### config.mk
export PLATFORM = sky130hd
export DESIGN_NAME = brf_ctrl
export DESIGN_NICKNAME = d
export VERILOG_FILES = /design/src/hw/rtl/brf_pkg.sv /design/src/hw/rtl/brf_ctrl.sv
export SDC_FILE = /design/constraint.sdc
export NUM_CORES = 1
export LEC_CHECK = 0
export ABC_CLOCK_PERIOD_IN_PS = 7100
export BUFFER_PORTS_ARGS = -buffer_cell sky130_fd_sc_hd__buf_2
export CORE_ASPECT_RATIO = 1.75
export CORE_MARGIN = 4
export CORE_UTILIZATION = 56
export DETAILED_ROUTE_END_ITERATION = 8
export PLACE_DENSITY = 0.87
export SYNTH_ARGS = -nofsm -noshare
export SYNTH_HDL_FRONTEND = slang
export SYNTH_SLANG_ARGS = --single-unit
### constraint.sdc
create_clock -name clk_i -period 7.1 [get_ports clk_i]
set_input_delay 0.355 -clock clk_i [delete_from_list [all_inputs] [get_ports clk_i]]
set_output_delay 0.355 -clock clk_i [all_outputs]
set_load 0.005 [all_outputs]
### src/hw/rtl/brf_pkg.sv
// Shared types and constants of the byte ring FIFO: field widths, request
// codes, the result word and the store command.
// No dependencies; compile first.
package brf_pkg;

  localparam int unsigned ReqTypeW    = 3;
  localparam int unsigned CountW      = 4;
  localparam int unsigned DataW       = 64;
  localparam int unsigned LevelW      = 11;
  localparam int unsigned BytesPerReq = 8;

  typedef enum logic [ReqTypeW-1:0] {
    REQ_WRITE = 3'd0,
    REQ_READ  = 3'd1,
    REQ_PEEK  = 3'd2,
    REQ_DRAIN = 3'd3,
    REQ_CLEAR = 3'd4
  } req_type_e;

  typedef struct packed {
    logic [LevelW-1:0] done_count;
    logic [DataW-1:0]  read_bytes;
    logic [LevelW-1:0] fill_level;
    logic [LevelW-1:0] space_left;
    logic              write_rejected;
  } rsp_t;

  typedef struct packed {
    logic wr_en;
    logic rd_en;
  } mem_cmd_t;

endpackage

### src/hw/rtl/brf_ctrl.sv
// Request sequencer: holds the pointers, decides each request and walks the
// byte store one byte per cycle. Depends on brf_pkg.
module brf_ctrl import brf_pkg::*; #(
  parameter int unsigned DEPTH = 1024,
  localparam int unsigned AW = $clog2(DEPTH),
  localparam int unsigned PW = AW + 1
) (
  input  logic                clk_i,
  input  logic                rst_ni,
  input  logic                req_valid_i,
  output logic                req_ready_o,
  input  logic [ReqTypeW-1:0] req_type_i,
  input  logic [CountW-1:0]   byte_count_i,
  input  logic [DataW-1:0]    write_bytes_i,
  input  logic [LevelW-1:0]   drain_count_i,
  output logic                res_valid_o,
  input  logic                res_take_i,
  output rsp_t                res_o,
  output mem_cmd_t            mem_cmd_o,
  output logic [AW-1:0]       mem_addr_o,
  output logic [7:0]          mem_wdata_o,
  input  logic [7:0]          mem_rdata_i
);

  localparam int unsigned     CW     = (PW > LevelW) ? PW : LevelW;
  localparam logic [PW-1:0]   DepthP = PW'(DEPTH);
  localparam logic [CountW-1:0] BprC = CountW'(BytesPerReq);

  localparam logic [1:0] StIdle = 2'd0;
  localparam logic [1:0] StRun  = 2'd1;
  localparam logic [1:0] StFin  = 2'd2;

  logic [1:0]          state_q, state_d;
  logic [PW-1:0]       wp_q, wp_d, rp_q, rp_d;
  logic                pend_q, pend_d;
  logic [ReqTypeW-1:0] type_q, type_d;
  logic [CountW-1:0]   n_q, n_d, i_q, i_d;
  logic [AW-1:0]       addr_q, addr_d;
  logic [DataW-1:0]    wdata_q, wdata_d, rdata_q, rdata_d;
  logic [LevelW-1:0]   done_q, done_d;
  logic                rej_q, rej_d;
  logic [2:0]          slot_q, slot_d;

  logic [PW-1:0]     fill_c;
  logic [CW-1:0]     fill_x, cnt_x, space_x, drain_x, dclip_x, rp_drain_x;
  logic [CW-1:0]     wp_adv_x, rp_adv_x;
  logic [CountW-1:0] cnt_c, rclip_c;
  logic              issue, is_wr, is_rd;

  assign fill_c     = wp_q - rp_q;
  assign fill_x     = CW'(fill_c);
  assign cnt_c      = (byte_count_i > BprC) ? BprC : byte_count_i;
  assign cnt_x      = CW'(cnt_c);
  assign space_x    = CW'(DepthP - fill_c);
  assign drain_x    = CW'(drain_count_i);
  assign dclip_x    = (drain_x > fill_x) ? fill_x : drain_x;
  assign rp_drain_x = CW'(rp_q) + dclip_x;
  assign rclip_c    = (cnt_x > fill_x) ? fill_x[CountW-1:0] : cnt_c;
  assign wp_adv_x   = CW'(wp_q) + CW'(n_q);
  assign rp_adv_x   = CW'(rp_q) + CW'(n_q);

  assign is_wr = (type_q == REQ_WRITE);
  assign is_rd = (type_q == REQ_READ) || (type_q == REQ_PEEK);
  assign issue = (state_q == StRun) && (i_q != n_q);

  assign req_ready_o     = (state_q == StIdle);
  assign res_valid_o     = (state_q == StFin);
  assign mem_cmd_o.wr_en = issue && is_wr;
  assign mem_cmd_o.rd_en = issue && is_rd;
  assign mem_addr_o      = addr_q;
  assign mem_wdata_o     = wdata_q[{i_q[2:0], 3'b000} +: 8];

  assign res_o.done_count     = done_q;
  assign res_o.read_bytes     = rdata_q;
  assign res_o.fill_level     = LevelW'(fill_c);
  assign res_o.space_left     = LevelW'(DepthP - fill_c);
  assign res_o.write_rejected = rej_q;

  always_comb begin
    state_d = state_q;
    wp_d    = wp_q;
    rp_d    = rp_q;
    pend_d  = pend_q;
    type_d  = type_q;
    n_d     = n_q;
    i_d     = i_q;
    addr_d  = addr_q;
    wdata_d = wdata_q;
    rdata_d = rdata_q;
    done_d  = done_q;
    rej_d   = rej_q;
    slot_d  = slot_q;
    case (state_q)
      StIdle: begin
        if (req_valid_i) begin
          state_d = StRun;
          type_d  = req_type_i;
          i_d     = '0;
          n_d     = '0;
          wdata_d = write_bytes_i;
          rdata_d = '0;
          done_d  = '0;
          rej_d   = 1'b0;
          pend_d  = 1'b0;
          addr_d  = rp_q[AW-1:0];
          case (req_type_i)
            REQ_WRITE: begin
              addr_d = wp_q[AW-1:0];
              // all or nothing: reject the whole word when room is short
              if (space_x < cnt_x) begin
                rej_d = 1'b1;
              end else begin
                n_d    = cnt_c;
                done_d = LevelW'(cnt_c);
              end
            end
            REQ_READ, REQ_PEEK: begin
              n_d    = rclip_c;
              done_d = LevelW'(rclip_c);
            end
            REQ_DRAIN: begin
              rp_d   = rp_drain_x[PW-1:0];
              done_d = LevelW'(dclip_x);
            end
            REQ_CLEAR: begin
              wp_d = '0;
              rp_d = '0;
            end
            default: ;
          endcase
        end
      end
      StRun: begin
        pend_d = issue && is_rd;
        if (issue) begin
          addr_d = addr_q + 1'b1;
          i_d    = i_q + 1'b1;
          slot_d = i_q[2:0];
        end
        // read data lands in the cycle after its address
        if (pend_q) begin
          rdata_d[{slot_q, 3'b000} +: 8] = mem_rdata_i;
        end
        if (!issue && !pend_q) begin
          state_d = StFin;
          if (is_wr) begin
            wp_d = wp_adv_x[PW-1:0];
          end
          if (type_q == REQ_READ) begin
            rp_d = rp_adv_x[PW-1:0];
          end
        end
      end
      StFin: begin
        if (res_take_i) begin
          state_d = StIdle;
        end
      end
      default: begin
        state_d = StIdle;
      end
    endcase
  end

  always_ff @(posedge clk_i or negedge rst_ni) begin
    if (!rst_ni) begin
      state_q <= StIdle;
      wp_q    <= '0;
      rp_q    <= '0;
      pend_q  <= 1'b0;
    end else begin
      state_q <= state_d;
      wp_q    <= wp_d;
      rp_q    <= rp_d;
      pend_q  <= pend_d;
    end
  end

  always_ff @(posedge clk_i) begin
    type_q  <= type_d;
    n_q     <= n_d;
    i_q     <= i_d;
    addr_q  <= addr_d;
    wdata_q <= wdata_d;
    rdata_q <= rdata_d;
    done_q  <= done_d;
    rej_q   <= rej_d;
    slot_q  <= slot_d;
  end

endmodule

==> impl_results.md, run 1 <==
* Status: completed
* Nature of the critical path startpoint: flop
* Achievable frequency at 0.1591 GHz
* Final period util at 88.52%
* Die H at 189.5 um
* Number of synthesized flops with an enable pin at ~160
* Switch Pwr at 2.910 mW
* Clock buffer count from CTS at 17
* RSZ-0062 raised after global routing: no
* Syn Area/Cell at about 11 sq um
* Clock root buffer: clkbuf_16
* CP most frequent cell: inv_1
* First-pass iteration count of the detailed router at 5
* Syn Inst Count at 937
* Pwr Density at 535.5 nW/um^2
* Synth top area cells: edfxtp_1 (47%), dfrtp_1 (5.9%), ha_1 (5.7%)
* Buffers added on ports at roughly 210
* Detailed Route Iter0 Violations at 724
* Sequential share of the synthesized area at 52.63%
* H-tree depth at 4
* Largest stage delay, worst path at between 0.7 and 0.8 ns
* Syn Std Cell Area at 10550 sq um
* Slew margin rel. at between 20% and 30%
* Final max-slew violation count at 0
* Total die area at 21180 sq um
* FP Rows at 66
* Worst Hold Path Cells at 1
* Lkg Pwr at between 5 and 6 nW
* Post-Synth XOR/XNOR Area at 4.532%
* # clock sinks at 189
* Core Util, Final at 66.65%
* Ys async rst share at 13.23%
* Mux contribution to synthesized area at 8.696%
* Post-synthesis simple-gate area fraction at 13.60%
* Largest family of logic cells by synthesized area: simple AND/OR/NAND/NOR gates
* Clock skew at around 0.011 ns
* Worst VDD drop at 0.4285 mV
* Initial antenna violation count at 3
* Design Area, Final at 12380 sq um
* Core Region at 18580 sq um
* Total power at about 6.6 mW
* Tmin final at 6.285 ns
* Min-Delay Path Class: input pin to flop
* Layout net count at 1282
* Top_reg_cell synth: edfxtp_1
* Combinational share of power at a little under three fifths
* DRT antenna net count at 0
* Seq cells post-synth at 189
* Sw Share at 43.88%
* First-pass GRT wire length at 44.53 mm
* Worst-Margin Slew at 1.155 ns
* Vias in the first global route at between 8000 and 9000
* Remaining Overflow, GRT at 0
* Skew-Pair Late Insertion Delay at 0.43 ns
* Worst path slowest cell: o41ai_4
* R2R Setup Slk at just over 0.8 ns
* Syn_nets at 1083
* Distinct cells, synth at 78
* Worst path required time at 7.47 ns
* Area delta synth->final at 17.42%
* Via density at 5.853
* DR vias at 8135
* Ys Warns at 0
* CTS tree: built
* Largest net degree at the start of global routing at 98
* HPWL Detailed at between 20 and 25 mm
* Synth top area share at 46.70%
* Register clock-pin slew on the reported worst setup and hold paths at 0.07 ns
* Crit end category: flop
* Global placer's final weighted congestion at 0.9727
* Max FO, Critical Path at 8
* Chip width at 111.7 um
* Initial Util at 56.76%
* Clock Power Share at between 10 and 15%
* Post-Route WL at around 28 mm
* Reg2Reg Depth at 25
* Max_cap viols at 0
* Post-Place Cell Area at 11800 sq um
* Complex-gate fraction of the synthesized area at 10.58%
* Crit Path Class: flop to flop
* # DRC at 0
* Post-synth top area cell: edfxtp_1
* Layout cells sized above 1 at 26.11%
* Number of I/O pins at 214
* Tot GR Track Use at between 20 and 30%
* Seq pwr share at between 20% and 30%
* Fin. Hold Viols at 0
* Critical Path AT at ~6.7 ns
* Setup violators final at 0
* Final TNS setup at 0 ns
* Clock buffer depth at 2
* Fraction of the mapped netlist area in adder cells at between 6 and 7%
* Wire per inst at between 20 and 25 um
* Int Pwr at 3.721 mW
sequential cells by signal, indices dropped and copies added (netlist names):
register	count
pend_q	1
rdata_q	64
n_q	4
state_q	2
rej_q	1
wp_q	11
rp_q	11
mem_addr_o	10
slot_q	3
done_q	11
wdata_q	64
i_q	4
type_q	3
cell type report:
class                   count  area, sq um
repair buffers            221         1129
fillers                  1451         6197
multi-input cells         658         4646
clock inverters            14        135.1
flip-flops and latches    189         5550
well taps                 238        297.8
diodes                      3        7.507
inverters                  49        188.9
clock buffers              18        429.2
through the flow:
step / hold slack [ns] / std cells / setup slack, ns
CTS: 0.07821 / 1387 / 0.8946
global route: 0.07302 / 1390 / 0.4015
global placement: 0.3927 / 1354 / 1.116
floorplan: 0.05941 / 937 / 1.624
detailed placement: 0.3979 / 1354 / 0.9210
finish: 0.09672 / 1390 / 0.8152
cell usage in the layout (no fill, tap or decap), drive strengths merged, types with 5 or more instances in the layout:
master | Yosys | routed
a21o | 8 | 8
xor2 | 19 | 19
and2 | 7 | 7
nor3 | 12 | 12
nand2b | 11 | 11
ha | 48 | 48
nand4 | 5 | 5
a31oi | 13 | 13
nor2 | 86 | 86
and3 | 11 | 11
nand3 | 17 | 17
xnor2 | 30 | 30
nor4 | 5 | 5
mux4 | 16 | 16
clkbuf | 34 | 18
clkinv | 0 | 6
inv | 49 | 54
a21oi | 73 | 73
nor2b | 14 | 14
dfrtp | 25 | 25
nand2 | 126 | 126
mux2 | 12 | 12
o21ai | 35 | 35
buf | 7 | 220
mux2i | 41 | 41
edfxtp | 164 | 164
kinds of logic after synthesis:
group / Yosys count
xor+xnor: 50
buf+inv: 90
fa+ha+maj: 53
compound gates: 174
simple gates: 312
flops: 189
mux: 69
synthesized netlist by cell type (all sizes together), types with 16 or more instances:
library cell,n
ha,48
edfxtp,164
a21oi,73
o21ai,35
inv,49
xor2,19
dfrtp,25
mux2i,41
xnor2,30
nor2,86
clkbuf,34
nand3,17
nand2,126
mux4,16
power by group through the flow:
stage / sequential, mW / combinational (mW) / clock [mW]
floorplan: 1.93 / 2.59 / 0
global placement: 1.97 / 3.62 / 0
detailed placement: 1.99 / 3.71 / 0
CTS: 1.97 / 3.74 / 0.925
global route: 2.02 / 4.11 / 0.981
finish: 1.97 / 3.75 / 0.913
path summary, 6_finish.rpt:
kind,startpoint,to
worst max-delay path,rp_q[1],rp_q[10]
worst max register to register,rp_q[1],rp_q[10]
worst min-delay path,write_bytes_i[10],wdata_q[10]
worst min register to register,pend_q,state_q[1]
max in group asynchronous,rst_ni,state_q[0]
min in group asynchronous,rst_ni,rp_q[10]
worst max-delay path: cells and delay by family, from the launching register on:
kind / cells / cell delay [ns]
and+or+nand+nor: 5 / 0.90
xor gates and xnor gates: 1 / 0.14
buffers and inverters: 4 / 0.43
adders and majority gates: 4 / 1.19
muxes: 1 / 0.23
AOI/OAI and AO/OA: 10 / 2.82
DFF: 1 / 0.49
repair_timing:
item / 4_1_cts / 5_1_grt
buffers inserted: 0 / 0
hold endpoints to repair: 25 / 0
hold buffers: 1 / 0
gates resized for setup: 0 / 0
metal layers:
metal	global-route usage, %	vias up	part of all wire [%]
li1	-	3788	-
met1	28.48	3937	34
met2	51.52	342	57
met3	4.010	68	4.9
met4	12.65	0	4.1
met5	0	-	0
(Power assumes the default switching activity.)
==> run 2: changes to the inputs <==
--- a/config.mk
+++ b/config.mk
@@ -11,7 +11,7 @@
 export CORE_MARGIN = 4
 export CORE_UTILIZATION = 56
 export DETAILED_ROUTE_END_ITERATION = 8
-export PLACE_DENSITY = 0.87
+export PLACE_DENSITY = 0.81
 export SYNTH_ARGS = -nofsm -noshare
 export SYNTH_HDL_FRONTEND = slang
 export SYNTH_SLANG_ARGS = --single-unit
==> impl_results.md, run 2 (synthesis gave the netlist of run 1 again) <==
* Worst Min Path Start: write_bytes_i[19]
* Final TNS setup at 0 ns (unchanged)
* Critical Path AT at 6.76 ns (+0.11 ns)
* Number of I/O pins at 214 (unchanged)
* Worst Setup SP: rp_q[0]
* Final max-slew violation count at 0 (unchanged)
* Skew-Pair Late Insertion Delay at 0.43 ns (about the same)
* Commonest non-fill, non-tap cell in the layout: buf_2
* Core Region at 18580 sq um (unchanged)
* Achievable frequency at 0.1564 GHz (-1.7%)
* Most frequent cells in the layout: buf_2 (213), edfxtp_1 (164), nand2_1 (125), nor2_1 (86), a21oi_1 (71)
* Worst path required time at 7.46 ns (about the same)
* DRT antenna net count at 0 (unchanged)
* Register clock-pin slew on the reported worst setup and hold paths at 0.08 ns (about the same)
* Layout net count at 1281 (-0.078%)
* Chip width at 111.7 um (unchanged)
* DR vias at 8021 (-1.4%)
* Initial Util at 56.76% (unchanged)
* CTS tree: built
* Clock buffer depth at 2 (unchanged)
* Worst VDD drop at 0.5037 mV (+18%)
* # clock sinks at 189 (unchanged)
* Nature of the critical path startpoint: flop
* RSZ-0062 raised after global routing: no
* Slew margin rel. at 28.19% (+5.9 points)
* Initial antenna violation count at 1 (-2)
* Tmin final at 6.392 ns (+0.1073 ns)
* Clock skew at 0.01284 ns (+0.002002 ns)
* Vias in the first global route at 8225 (-1.6%)
* Max_cap viols at 0 (unchanged)
* # DRC at 0 (unchanged)
* Largest stage delay, worst path at 0.44 ns (-0.32 ns)
* CP top delay family: compound AO/OA/AOI/OAI gates
* Largest net degree at the start of global routing at 98 (unchanged)
* CP bufs+invs at 3 (-1)
* Clock buffer count from CTS at 17 (unchanged)
* Post-Layout Cell Count at 1387 (-0.22%)
* Max FO, Critical Path at 7 (-1)
* Buffers added on ports at 213 (unchanged)
* Setup violators final at 0 (unchanged)
* Min-Delay Path Class: input pin to flop
* Pwr Density at 534.4 nW/um^2 (-0.21%)
* Crit Path Class: flop to flop
* Tot GR Track Use at 25.92% (-1.0 points)
* Wire per inst at 19.92 um (-2.1%)
* Fin. Hold Viols at 0 (unchanged)
* Total die area at 21180 sq um (unchanged)
* HPWL Detailed at 21.10 mm (-1.9%)
* Layout cells sized above 1 at 26.05% (-0.064 points)
* Post-Place Cells at 1353 (-0.074%)
* Detailed Route Iter0 Violations at 639 (-12%)
* Via density at 5.783 (-1.2%)
* Remaining Overflow, GRT at 0 (unchanged)
* Status: completed
* Crit end category: flop
* First-pass GRT wire length at 43.33 mm (-2.7%)
* Area delta synth->final at 17.62%
* Worst r2r src: rp_q[0]
* Worst path slowest cell: xnor2_1
* Largest registers: rdata_q x64, wdata_q x64
* Clock root buffer: clkbuf_16
* H-tree depth at 4 (unchanged)
* FP Rows at 66 (unchanged)
* Die H at 189.5 um (unchanged)
* Lkg Pwr at 5.442 nW (+0.31%)
* First-pass iteration count of the detailed router at 5 (unchanged)
* Final period util at 90.03% (+1.5 points)
* Setup Buffers After CTS at 0 (unchanged)
* Global placer's final weighted congestion at 0.9509 (-2.2%)
* Worst-Margin Slew at 1.077 ns (-0.07818 ns)
* Post-Route WL at 27.62 mm (-2.3%)
-- run 2: changes by cell type in the layout (fill, tap and decap cells not counted), sizes merged --
cell,before,now
bufinv,0,1
buf,220,219
inv,54,56
diode,3,1
clkinvlp,3,1
clkbuf,18,17
-- run 2: path summary, 6_finish.rpt --
| check | endpoint | slack, ns | cells after the start |
|---|---|---|---|
| setup / recovery | rp_q[10] | 0.71 | 27 |
| hold / removal | wdata_q[19] | 0.1 | 1 |
| setup reg to reg | rp_q[10] | 0.71 | 27 |
| hold reg to reg | state_q[1] | 0.54 | 1 |
| max in group asynchronous | state_q[0] | 6.21 | 2 |
| min in group asynchronous | rp_q[10] | 0.47 | 2 |
-- run 2: power by group --
part / switching (mW) / internal, mW / leakage [nW]
Clock: 0.452 / 0.504 / 0.290
Sequential: 0.259 / 1.71 / 1.88
Combinational: 2.16 / 1.54 / 3.27
-- run 2: metrics by stage --
| stage | power, mW | area (sq um) | setup WS (ns) | util [%] | hold slack [ns] |
|---|---|---|---|---|---|
| final | 6.628 | 12400 | 0.7079 | 66.76 | 0.09982 |
| after global routing | 7.137 | 12400 | 0.1513 | 66.76 | 0.08212 |
| after CTS | 6.646 | 12400 | 0.7310 | 66.75 | 0.08856 |
| after detailed placement | 5.673 | 11800 | 0.7402 | 63.48 | 0.3879 |
| after global placement | 5.574 | 11800 | 1.015 | 63.48 | 0.3896 |
| after floorplan | 4.517 | 10550 | 1.624 | - | 0.05941 |
-- run 2: layer usage --
layer  vias to the layer above  share of wire, %  GRT usage, %
li1                       3791                 -             -
met5                         -                 0             0
met1                      3838                35         28.61
met2                       321                56         48.80
met4                         0               4.0         11.90
met3                        71               4.9         3.437
-- run 2: what timing repair did --
item	CTS	global route
hold buffers	1	0
endpoints found under the hold margin	25	0
resized for setup	0	0
endpoints found under the setup margin	0	0
-- run 2: cell type report --
cell class | count | area, sq um
fill | 1476 | 6176
sequential | 189 | 5550
multi-input combinational | 658 | 4646
timing repair buffer | 220 | 1121
clock buffer | 17 | 425.4
tap | 238 | 297.8
inverter | 49 | 190.2
clock inverter | 15 | 171.4
antenna | 1 | 2.502
==> run 3: changes to the inputs <==
--- a/config.mk
+++ b/config.mk
@@ -5,13 +5,14 @@
 export SDC_FILE = /design/constraint.sdc
 export NUM_CORES = 1
 export LEC_CHECK = 0
-export ABC_CLOCK_PERIOD_IN_PS = 7100
+export ABC_AREA = 1
 export BUFFER_PORTS_ARGS = -buffer_cell sky130_fd_sc_hd__buf_2
 export CORE_ASPECT_RATIO = 1.75
 export CORE_MARGIN = 4
 export CORE_UTILIZATION = 56
 export DETAILED_ROUTE_END_ITERATION = 8
 export PLACE_DENSITY = 0.81
+export SLEW_MARGIN = 10
 export SYNTH_ARGS = -nofsm -noshare
 export SYNTH_HDL_FRONTEND = slang
 export SYNTH_SLANG_ARGS = --single-unit
==> impl_results.md, run 3 <==
* Status: completed
* Clock skew at 0.01029 ns (-0.002548 ns)
* Sw Share at 48.43% (+5.1 points)
* Global placer's final weighted congestion at 0.9681 (+1.8%)
* Achievable frequency at 0.2086 GHz (+33%)
* Total power at 7.189 mW (+8.5%)
* Final period util at 67.52% (-23 points)
* Int Pwr at 3.707 mW (-1.3%)
* Critical Path AT at 5.14 ns (-1.62 ns)
* Max FO, Critical Path at 10 (+3)
* Top_reg_cell synth: edfxtp_1
* Synth top area cells: edfxtp_1 (45%), nor2_1 (9.4%), nand2_1 (7.3%)
* Ys Warns at 0 (unchanged)
* Tmin final at 4.794 ns (-1.598 ns)
* Clock root buffer: clkbuf_16
* Syn Std Cell Area at 10940 sq um (+3.8%)
* Final TNS setup at 0 ns (unchanged)
* FP Rows at 67 (+1.5%)
* Clock buffer count from CTS at 17 (unchanged)
* Commonest non-fill, non-tap cell in the layout: nor2_1
* Skew-Pair Late Insertion Delay at 0.44 ns (about the same)
* Vias in the first global route at 9946 (+21%)
* Sequential share of the synthesized area at 50.71% (-1.9 points)
* Dpl ws at 2.379 ns (+1.639 ns)
* Fill cells at 1614 (+9.3%)
* Number of synthesized flops with an enable pin at 164 (unchanged)
* Switch Pwr at 3.482 mW (+21%)
* Seq cells post-synth at 189 (unchanged)
* Largest net degree at the start of global routing at 91 (-7.1%)
* Nature of the critical path startpoint: flop
* Syn Area/Cell at 8.425 sq um (-25%)
* Synth top area share at 45.00% (-1.7 points)
* Worst path required time at 7.44 ns (-0.02 ns)
* Slew margin rel. at 29.15% (+0.96 points)
* H-tree depth at 4 (unchanged)
* Wire per inst at 18.52 um (-7.0%)
* Buffers added on ports at 213 (unchanged)
* DR vias at 10000 (+25%)
* Core Region at 19200 sq um (+3.3%)
* Largest registers: rdata_q x64, wdata_q x64
* Most common cell in the netlist: nor2_1
* Syn_nets at 1445 (+33%)
* Worst VDD drop at 0.5348 mV (+6.2%)
* Post-synth top area cell: edfxtp_1
* Detailed Route Iter0 Violations at 1126 (+76%)
* Pwr Density at 560.7 nW/um^2 (+4.9%)
* CTS tree: built
* HPWL Detailed at 24.12 mm (+14%)
* First-pass iteration count of the detailed router at 6 (+1)
* Core Util, Final at 66.79% (about the same)
* Post-Synth XOR/XNOR Area at 1.280% (-3.3 points)
* Largest family of logic cells by synthesized area: simple AND/OR/NAND/NOR gates
* Crit end category: flop
* Ys async rst share at 13.23% (unchanged)
* Combinational share of power at 58.5% (+2.6 points)
* Sequential Area at 5550 sq um (unchanged)
* # DRC at 0 (unchanged)
* Worst-Margin Slew at 1.063 ns (-0.01446 ns)
* Chip width at 113.7 um (+1.7%)
* Seq pwr share at 27.8% (-1.9 points)
* Total die area at 21930 sq um (+3.6%)
* Setup violators final at 0 (unchanged)
* Complex-gate fraction of the synthesized area at 11.78% (+1.2 points)
* Via density at 5.698 (-1.5%)
* Syn Inst Count at 1299 (+39%)
* Post-Route WL at 32.50 mm (+18%)
* Layout net count at 1644 (+28%)
* Clock Power Share at 13.7% (-0.7 points)
* Remaining Overflow, GRT at 0 (unchanged)
* Initial Util at 57.01% (+0.25 points)
* Tot GR Track Use at 29.39% (+3.5 points)
* Setup WS post-layout at 2.306 ns (+1.598 ns)
* Fraction of the mapped netlist area in adder cells at 6.219% (-0.33 points)
* Distinct cells, synth at 39 (-50%)
* Final max-slew violation count at 0 (unchanged)
* Max_cap viols at 0 (unchanged)
* Area delta synth->final at 17.16%
* Register clock-pin slew on the reported worst setup and hold paths at 0.07 ns (about the same)
* Clock buffer depth at 2 (unchanged)
* # clock sinks at 189 (unchanged)
* Fin. Hold Viols at 0 (unchanged)
* Multi-input logic area at 4657 sq um (+0.24%)
* Die H at 192.9 um (+1.8%)
* Initial antenna violation count at 2 (+1)
* Post-synthesis simple-gate area fraction at 23.17% (+9.6 points)
* Number of I/O pins at 214 (unchanged)
* Layout cells sized above 1 at 18.28% (-7.8 points)
* Min-Delay Path Class: input pin to flop
* DRT antenna net count at 0 (unchanged)
* Crit Path Class: flop to flop
* Mux contribution to synthesized area at 0% (-8.7 points)
* Lkg Pwr at 5.941 nW (+9.2%)
* RSZ-0062 raised after global routing: no
* Leading cell types by count after synthesis: nor2_1 (274), nand2_1 (213), edfxtp_1 (164)
* First-pass GRT wire length at 50.31 mm (+16%)
* Most frequent cells in the layout: nor2_1 (274), nand2_1 (213), buf_2 (213), edfxtp_1 (164), inv_1 (154)
[run 3: cell count changes after synthesis, moves of 11 or more]
cell	previous run	this run
nor2_1	86	274
o21ai_0	34	148
inv_1	47	155
nand2_1	126	213
nand3_1	17	63
mux2i_1	41	0
a21oi_1	71	43
xnor2_1	28	4
mux4_2	16	0
o22ai_1	3	18
nor2b_1	14	0
and3_1	11	0
nand2b_1	11	0
[run 3: through the flow]
step | area (sq um) | hold WS, ns | cells
6_report | 12820 | 0.07899 | 1755
4_1_cts | 12810 | 0.06349 | 1751
3_5_place_dp | 12210 | 0.4029 | 1719
5_1_grt | 12820 | 0.07361 | 1753
2_1_floorplan | 10940 | 0.05941 | 1299
3_3_place_gp | 12210 | 0.4072 | 1719
[run 3: critical path, stage by stage (launching register included)]
cell and delay, ns:
dfrtp_1 0.45, ha_1 0.24, fa_1 0.38, nand2_1 0.08, and2_1 0.32, inv_1 0.14, ha_1 0.32, nand2_1 0.08
o21ai_0 0.17, nand2_1 0.08, nand2_1 0.07, nand4_1 0.10, nand2_1 0.08, nand3_2 0.09, nand3_4 0.14, nand3_1 0.15
and2_1 0.21, ha_1 0.33, a21oi_1 0.23, o21ai_0 0.16, a21oi_1 0.18, nor2_1 0.08, o21ai_0 0.17, nand2_1 0.08
a21oi_1 0.12, o21ai_0 0.10, a22oi_1 0.16
[run 3: cell families after synthesis]
logic type	Yosys count
AO/OA/AOI/OAI	239
adder cells (fa/ha/maj)	52
buffers and inverters	196
XOR/XNOR	16
AND/OR/NAND/NOR	607
flip-flops	189
[run 3: area by class of cell]
cell class / instances / share of cell area, %
Inverter: 156 / 4.567
Clock buffer: 20 / 3.406
Multi-Input combinational cell: 914 / 36.32
Timing Repair Buffer: 220 / 8.743
Sequential cell: 189 / 43.29
Clock inverter: 11 / 1.249
Antenna cell: 4 / 0.07806
Tap cell: 241 / 2.352
[run 3: path summary, 6_finish.rpt]
| check | end | slack (ns) | depth (start not counted) | startpoint |
|---|---|---|---|---|
| worst max register to register | rp_q[7] | 2.31 | 26 | rp_q[0] |
| worst max-delay path | rp_q[7] | 2.31 | 26 | rp_q[0] |
| worst min-delay path | state_q[1] | 0.08 | 2 | res_take_i |
| worst min register to register | state_q[0] | 0.53 | 2 | pend_q |
| min in group asynchronous | rp_q[7] | 0.48 | 2 | rst_ni |
| max in group asynchronous | wp_q[1] | 6.17 | 2 | rst_ni |
[run 3: power groups by stage]
stage               logic, mW  registers [mW]  clock network [mW]
floorplan                2.81            1.98                   0
global placement         4.06            2.00                   0
detailed placement       4.15            2.01                   0
CTS                      4.19            1.99               0.994
global route             4.73            2.03                1.04
finish                   4.20            2.00               0.987
[run 3: metal layers]
metal	share of wire, %	GRT usage (%)
met4	5.9	17.58
met3	6.6	4.653
met5	0	0
met2	54	53.88
met1	34	31.39
[run 3: timing repair]
action / in CTS / in global routing
resized for setup: 0 / 0
setup buffers: 0 / 0
endpoints found under the hold margin: 25 / 0
hold buffers: 1 / 0
